<file path="config.mk">
export PLATFORM = sky130hd
export DESIGN_NAME = stable_priority_queue
export DESIGN_NICKNAME = d
export VERILOG_FILES = /design/src/rtl/pq_pkg.sv /design/src/rtl/pq_store.sv /design/src/rtl/pq_ctrl.sv /design/src/rtl/stable_priority_queue.sv
export SDC_FILE = /design/constraint.sdc
export NUM_CORES = 1
export LEC_CHECK = 0
export BUFFER_PORTS_ARGS = -buffer_cell sky130_fd_sc_hd__clkbuf_2
export CAP_MARGIN = 20
export CELL_PAD_IN_SITES_DETAIL_PLACEMENT = 0
export CELL_PAD_IN_SITES_GLOBAL_PLACEMENT = 1
export CORE_UTILIZATION = 46
export DETAILED_ROUTE_END_ITERATION = 12
export HOLD_SLACK_MARGIN = 0.08
export PLACE_DENSITY = 0.85
export SLEW_MARGIN = 20
export SYNTH_ARGS = -nofsm -noshare
export SYNTH_HDL_FRONTEND = slang
export SYNTH_SLANG_ARGS = --single-unit
</file>
<file path="constraint.sdc">
create_clock -name clk -period 3.35 [get_ports clk]
set_input_delay 0.5025 -clock clk [delete_from_list [all_inputs] [get_ports clk]]
set_output_delay 0.5025 -clock clk [all_outputs]
set_load 0.005 [all_outputs]
</file>
<file path="src/rtl/pq_pkg.sv">
// ----------------------------------------------------------------------------
// pq_pkg
// Shared constants, types and helpers for the stable priority queue.
// ----------------------------------------------------------------------------
package pq_pkg;

  localparam int CAPACITY = 16;
  localparam int IDX_W    = (CAPACITY > 1) ? $clog2(CAPACITY) : 1;
  localparam int CNT_W    = $clog2(CAPACITY + 1);
  localparam int VAL_W    = 8;
  localparam int PRIO_W   = 3;
  localparam int STAT_W   = 2;

  localparam logic [PRIO_W-1:0] TOP_PRIO  = PRIO_W'(5);
  localparam logic [PRIO_W-1:0] MIN_PRIO  = PRIO_W'(1);
  localparam logic [PRIO_W-1:0] NONE_PRIO = PRIO_W'(0);

  localparam logic OP_ENQ = 1'b0;
  localparam logic OP_DEQ = 1'b1;

  typedef enum logic [STAT_W-1:0] {
    STAT_ENQUEUED = 2'd0,
    STAT_DEQUEUED = 2'd1,
    STAT_EMPTY    = 2'd2,
    STAT_FULL     = 2'd3
  } status_t;

  typedef enum logic [1:0] {
    S_IDLE,
    S_SCAN,
    S_SHIFT
  } state_t;

  typedef struct packed {
    logic [VAL_W-1:0]  value;
    logic [PRIO_W-1:0] prio;
  } entry_t;

  typedef struct packed {
    logic             we;
    logic [IDX_W-1:0] addr;
    entry_t           data;
  } wr_t;

  typedef struct packed {
    logic             valid;
    status_t          status;
    logic [VAL_W-1:0] value;
  } res_t;

  // priority 0 maps to 1, 6 and 7 map to 5
  function automatic logic [PRIO_W-1:0] clamp_prio(input logic [PRIO_W-1:0] p);
    logic [PRIO_W-1:0] q;
    begin
      q = p;
      if (p < MIN_PRIO) begin
        q = MIN_PRIO;
      end else if (p > TOP_PRIO) begin
        q = TOP_PRIO;
      end
      clamp_prio = q;
    end
  endfunction

endpackage

</file>
<file path="src/rtl/pq_store.sv">
// ----------------------------------------------------------------------------
// pq_store
// Generic RAM: one write port, one read port with registered read data.
// ----------------------------------------------------------------------------
module pq_store #(
  parameter int DATA_W = 8,
  parameter int DEPTH  = 16,
  parameter int ADDR_W = 4
) (
  input  logic              clk,
  input  logic              we,
  input  logic [ADDR_W-1:0] waddr,
  input  logic [DATA_W-1:0] wdata,
  input  logic [ADDR_W-1:0] raddr,
  output logic [DATA_W-1:0] rdata
);

  logic [DATA_W-1:0] mem_r [DEPTH];
  logic [DATA_W-1:0] rdata_r;

  always_ff @(posedge clk) begin
    if (we) begin
      mem_r[waddr] <= wdata;
    end
    rdata_r <= mem_r[raddr];
  end

  assign rdata = rdata_r;

endmodule

</file>
<file path="src/rtl/pq_ctrl.sv">
// ----------------------------------------------------------------------------
// pq_ctrl
// Sequencer: handles enqueue at once, scans for the dequeue slot one entry
// per cycle, then closes the gap one entry per cycle.
// ----------------------------------------------------------------------------
module pq_ctrl
  import pq_pkg::*;
(
  input  logic              clk,
  input  logic              rst_n,
  input  logic              start,
  output logic              busy,
  input  logic              opcode,
  input  logic [VAL_W-1:0]  item_value,
  input  logic [PRIO_W-1:0] item_priority,
  output wr_t               wr,
  output logic [IDX_W-1:0]  rd_addr,
  input  entry_t            rd_data,
  output res_t              res
);

  state_t            state_r, state_nxt;
  logic [CNT_W-1:0]  count_r, count_nxt;
  logic [IDX_W-1:0]  idx_r, idx_nxt;
  logic [IDX_W-1:0]  best_idx_r, best_idx_nxt;
  logic [PRIO_W-1:0] best_prio_r, best_prio_nxt;
  logic [VAL_W-1:0]  best_val_r, best_val_nxt;

  logic              accept;
  logic              hit;
  logic              upd;
  logic [CNT_W-1:0]  idx_plus1;

  assign busy      = (state_r != S_IDLE);
  assign accept    = start && (state_r == S_IDLE);
  assign idx_plus1 = CNT_W'(idx_r) + CNT_W'(1);
  assign hit       = (rd_data.prio == TOP_PRIO);
  assign upd       = (rd_data.prio > best_prio_r);

  always_ff @(posedge clk) begin
    if (!rst_n) begin
      state_r     <= S_IDLE;
      count_r     <= '0;
      idx_r       <= '0;
      best_idx_r  <= '0;
      best_prio_r <= NONE_PRIO;
    end else begin
      state_r     <= state_nxt;
      count_r     <= count_nxt;
      idx_r       <= idx_nxt;
      best_idx_r  <= best_idx_nxt;
      best_prio_r <= best_prio_nxt;
    end
  end

  always_ff @(posedge clk) begin
    best_val_r <= best_val_nxt;
  end

  always_comb begin
    state_nxt     = state_r;
    count_nxt     = count_r;
    idx_nxt       = idx_r;
    best_idx_nxt  = best_idx_r;
    best_prio_nxt = best_prio_r;
    best_val_nxt  = best_val_r;
    wr            = '0;
    // store reads are issued ahead of use; idle keeps slot 0 ready for a scan
    rd_addr       = '0;
    res           = '0;
    res.status    = STAT_ENQUEUED;

    case (state_r)
      S_IDLE: begin
        if (accept) begin
          res.valid = 1'b1;
          if (opcode == OP_ENQ) begin
            if (count_r >= CNT_W'(CAPACITY)) begin
              res.status = STAT_FULL;
            end else begin
              wr.we         = 1'b1;
              wr.addr       = count_r[IDX_W-1:0];
              wr.data.value = item_value;
              wr.data.prio  = clamp_prio(item_priority);
              count_nxt     = count_r + CNT_W'(1);
              res.status    = STAT_ENQUEUED;
            end
          end else if (count_r == '0) begin
            res.status = STAT_EMPTY;
          end else begin
            // dequeue: result comes at the end of the shift pass
            res.valid     = 1'b0;
            idx_nxt       = '0;
            best_idx_nxt  = '0;
            best_prio_nxt = NONE_PRIO;
            state_nxt     = S_SCAN;
          end
        end
      end

      S_SCAN: begin
        if (hit || upd) begin
          best_idx_nxt  = idx_r;
          best_prio_nxt = rd_data.prio;
          best_val_nxt  = rd_data.value;
        end
        if (hit || (idx_plus1 == count_r)) begin
          idx_nxt   = (hit || upd) ? idx_r : best_idx_r;
          rd_addr   = idx_nxt + IDX_W'(1);
          state_nxt = S_SHIFT;
        end else begin
          idx_nxt = idx_r + IDX_W'(1);
          rd_addr = idx_nxt;
        end
      end

      S_SHIFT: begin
        // rd_data holds the entry just above idx_r
        rd_addr = idx_r + IDX_W'(2);
        if (idx_plus1 < count_r) begin
          wr.we   = 1'b1;
          wr.addr = idx_r;
          wr.data = rd_data;
          idx_nxt = idx_r + IDX_W'(1);
        end else begin
          count_nxt  = count_r - CNT_W'(1);
          res.valid  = 1'b1;
          res.status = STAT_DEQUEUED;
          res.value  = best_val_r;
          state_nxt  = S_IDLE;
        end
      end

      default: begin
        state_nxt = S_IDLE;
      end
    endcase
  end

  a_count_bound: assert property (@(posedge clk) disable iff (!rst_n)
    count_r <= CNT_W'(CAPACITY))
    else $error("entry count above capacity");

  a_scan_in_range: assert property (@(posedge clk) disable iff (!rst_n)
    (state_r == S_SCAN) |-> (CNT_W'(idx_r) < count_r))
    else $error("scan index past last entry");

  a_shift_has_best: assert property (@(posedge clk) disable iff (!rst_n)
    (state_r == S_SHIFT) |-> (best_prio_r != NONE_PRIO))
    else $error("shift pass without a chosen entry");

  a_deq_count: assert property (@(posedge clk) disable iff (!rst_n)
    (state_r == S_SHIFT && res.valid) |=> (count_r == $past(count_r) - CNT_W'(1)))
    else $error("dequeue did not remove exactly one entry");

  a_res_source: assert property (@(posedge clk) disable iff (!rst_n)
    res.valid |-> ((state_r == S_IDLE && accept) || (state_r == S_SHIFT)))
    else $error("result outside a transfer or end of shift");

endmodule

</file>
<file path="src/rtl/stable_priority_queue.sv">
// ----------------------------------------------------------------------------
// stable_priority_queue
// Bounded priority queue with oldest-first tie break among equal priorities.
// ----------------------------------------------------------------------------
// enqueue, empty and full results appear in the cycle after the transfer
// dequeue: a scan pass over the stored entries, then a shift pass that closes
//   the gap; the result appears in the cycle after the shift pass ends
// enqueues go back to back; a dequeue holds busy through its scan and
//   shift passes; results are a one-cycle strobe since the receiver cannot stall
// synchronous active-low reset empties the queue; stored entries keep contents
module stable_priority_queue
  import pq_pkg::*;
(
  input  logic              clk,
  input  logic              rst_n,
  input  logic              start,
  output logic              busy,
  input  logic              in_opcode,
  input  logic [VAL_W-1:0]  in_item_value,
  input  logic [PRIO_W-1:0] in_item_priority,
  output logic              out_valid,
  output logic [STAT_W-1:0] out_status,
  output logic [VAL_W-1:0]  out_value
);

  wr_t              wr;
  logic [IDX_W-1:0] rd_addr;
  entry_t           rd_data;
  res_t             res;

  logic             out_valid_r;
  status_t          out_status_r;
  logic [VAL_W-1:0] out_value_r;

  pq_store #(
    .DATA_W ($bits(entry_t)),
    .DEPTH  (CAPACITY),
    .ADDR_W (IDX_W)
  ) u_store (
    .clk   (clk),
    .we    (wr.we),
    .waddr (wr.addr),
    .wdata (wr.data),
    .raddr (rd_addr),
    .rdata (rd_data)
  );

  pq_ctrl u_ctrl (
    .clk           (clk),
    .rst_n         (rst_n),
    .start         (start),
    .busy          (busy),
    .opcode        (in_opcode),
    .item_value    (in_item_value),
    .item_priority (in_item_priority),
    .wr            (wr),
    .rd_addr       (rd_addr),
    .rd_data       (rd_data),
    .res           (res)
  );

  // result register, one-cycle strobe
  always_ff @(posedge clk) begin
    if (!rst_n) begin
      out_valid_r <= 1'b0;
    end else begin
      out_valid_r <= res.valid;
    end
  end

  always_ff @(posedge clk) begin
    out_status_r <= res.status;
    out_value_r  <= res.value;
  end

  assign out_valid  = out_valid_r;
  assign out_status = out_status_r;
  assign out_value  = out_value_r;

endmodule

</file>
==> results.ini <==
[outcome]
violations = negative setup slack
status = finished, violations left

[power_and_ir_drop]
p_total_w = 0.008393
p_leak_nw = 4.554
ir_drop_mv = 0.4119
pwr_density_cell_nw_per_um2 = 687.0

[routing]
wl_per_cell_um = 20.69
dr.pass1.iters = 5
drc = 0
drt_wl_total_um = 25050
viasPerCell = 5.811
vias = 7037
ant_nets = 0
drt_iter0_drc = 707

[sta]
fmax_ghz = 0.2923
setup_ws_ns = -0.07117
final_max_slew_viol_count = 0
slew_headroom_pct = 48.34
skew_ns = 0.01623
max_slew.worst_pin.slew_ns = 0.7750
fin_crit_sh_pct = 102.1
hold_violations = 0
setup_tns_ns = -0.2822
period_needed_ns = 3.421
rsz0062_at_grt = yes
setup_viol = 8

[clock_network]
ctsHtreeMaxLevel = 1
clk_pin_slew_ns = 0.06
ctsHoldBuffers = 0
root_buffer = clkbuf_16
clockBufferDepth = 3
cts_tree = done
cts_num_sinks = 224
cts_buffers = 24
clock_latency_ns = 0.52

[worst_setup_path]
criticalPathCategory = flop to flop
r2r_cells = 14
worstSetupStartpointType = flop
critPathRequiredTime_ns = 3.72
path_max_fanout = 7
worstPathArrival_ns = 3.80
r2r-start = u_store.rdata[2]$_DFF_P_
crit_path_end_kind = flop
r2r-end = u_store.rdata[2]$_DFF_P_
r2r_slack_ns = -0.07

[floorplan]
ios = 27
dieArea_um2 = 22080
start_util_pct = 47.03
fp.dieH_um = 148.6
num_rows = 53
dieWidth_um = 148.6
core_um2 = 21020

[place]
place_ws_ns = -0.3723
hpwlAfterDp_um = 15750
port_buffers = 26
place_area_um2 = 10820
gp_congestion = 0.8825

[logic_synthesis]
synth_top_area_cell = edfxtp_1
yosysSeqAreaShare_pct = 63.99
syn-num-nets = 855
syn_inst = 821
synth_top_flop_cell = edfxtp_1
yosys_register_bits = 224
yosysTopAreaCellShare_pct = 55.89
synth-warning-count = 0
synth.area.top_cells = edfxtp_1, dfxtp_1, nor2_1
synth.cell_area_um2 = 9886
synthArstFlopShare_pct = 0
synth.avg_cell_area_um2 = 12.04
yosysUniqueCellTypes = 62
synth_edf_count = 184

[global_routing]
grt_max_degree = 48
grt_pass1_vias = 6735
grt_pass1_wl_um = 37620
antenna_found_initial = 0
grt_overflow = 0
grt.total_usage_pct = 21.95

[final_layout]
final_cell_area_um2 = 12220
drive_gt1_share_pct = 25.21
final_common_cell = edfxtp_1
num-nets-final = 953
antenna_cells = 0
final_cell_mix = edfxtp_1, nor2_1, buf_4
area.growth.synth_to_final_pct = 23.58

[min_path]
hp-class = input port to flop
min_from = in_opcode
hold_end = out_status[0]$_DFF_P_
hold_path_depth = 2

[job]
cap_violations = 0

-- synth_stat cells (11+ instances only) --
cell type,instances
nand2_1,61
nor2b_1,14
a2111oi_0,11
nand3_1,21
inv_1,26
and3_1,17
mux4_2,11
a211oi_1,13
ha_1,18
a21oi_1,60
a22o_1,11
nor2_1,100
nor3_1,44
clkbuf_1,37
a31oi_1,19
dfxtp_1,40
o21ai_0,13
edfxtp_1,184
and2_1,17
-- logic make-up after synthesis --
kind of cell | synth area share [%]
flip-flops | 63.99
adder cells (fa/ha/maj) | 2.481
multiplexers | 3.139
buffers and inverters | 3.240
AND/OR/NAND/NOR | 13.61
AO/OA/AOI/OAI | 12.57
XOR/XNOR | 0.9746
-- state kept, by name (all words and copies together), names as in the netlist --
signal,cells
u_ctrl.idx_r,4
u_ctrl.state_r,2
u_ctrl.best_prio_r,3
u_store.mem_r,176
u_store.rdata,11
u_ctrl.best_val_r,8
u_ctrl.count_r,5
out_valid,1
out_value,8
u_ctrl.best_idx_r,4
out_status,2
-- layer usage --
layer  wire, um  GRT usage [%]
met1      10880          32.28
met2      12160          34.16
met3       1578          3.190
met4        438          5.464
met5          0              0
-- report_power, final --
group	internal [W]	leakage [nW]	switching, W	total (W)
combinational	0.00105	2.16	0.00151	0.00256
clock	0.00147	0.371	0.00105	0.00252
sequential	0.00323	2.03	0.0000891	0.00332
total	0.00575	4.55	0.00265	0.00839
-- final cells by class --
cell class,instances,area [um^2]
Fill cell,1626,8805
Sequential cell,224,6332
Multi-Input combinational cell,520,3655
Timing Repair Buffer,120,1023
Clock buffer,28,615.6
Tap cell,275,344.1
Clock inverter,15,137.6
Inverter,29,108.9
-- per-stage QoR --
stage / util (%) / hold WS [ns] / std cells
finish: 58.12 / 0.2186 / 1211
global placement: 51.48 / 0.4228 / 1153
floorplan: - / 0.4091 / 821
global route: 58.12 / 0.2262 / 1211
detailed placement: 51.48 / 0.4296 / 1153
CTS: 56.04 / 0.2010 / 1202
-- worst max-delay path: stages (launching register included) --
cell	delay, ns
dfxtp_2	0.34
ha_4	0.24
and3b_2	0.22
o21ai_2	0.17
nand2_2	0.08
mux2_4	0.32
ha_4	0.18
nor2b_2	0.16
o2111ai_2	0.16
a41o_4	0.32
buf_2	0.17
and3_1	0.20
a211oi_2	0.31
a2111oi_2	0.10
a211o_1	0.30
-- worst max-delay path by stage --
stage / startpoint / to
after detailed placement: u_ctrl.best_prio_r[2]$_SDFFE_PN0P_ / u_store.rdata[9]$_DFF_P_
after global placement: u_ctrl.best_prio_r[2]$_SDFFE_PN0P_ / u_store.rdata[9]$_DFF_P_
final: u_store.rdata[2]$_DFF_P_ / u_store.rdata[2]$_DFF_P_
after global routing: u_ctrl.best_prio_r[1]$_SDFFE_PN0P_ / u_store.rdata[2]$_DFF_P_
after CTS: u_ctrl.idx_r[1]$_SDFFE_PN0P_ / u_store.rdata[10]$_DFF_P_
after floorplan: u_ctrl.best_prio_r[2]$_SDFFE_PN0P_ / u_store.rdata[0]$_DFF_P_
-- repair_timing --
action                     CTS  global route
pin swaps                   11            15
gates cloned                 0             5
resized for setup           43            59
setup endpoints to repair   11           143
buffers inserted             6             5
Note: power is estimated with default switching activity, not from simulation.
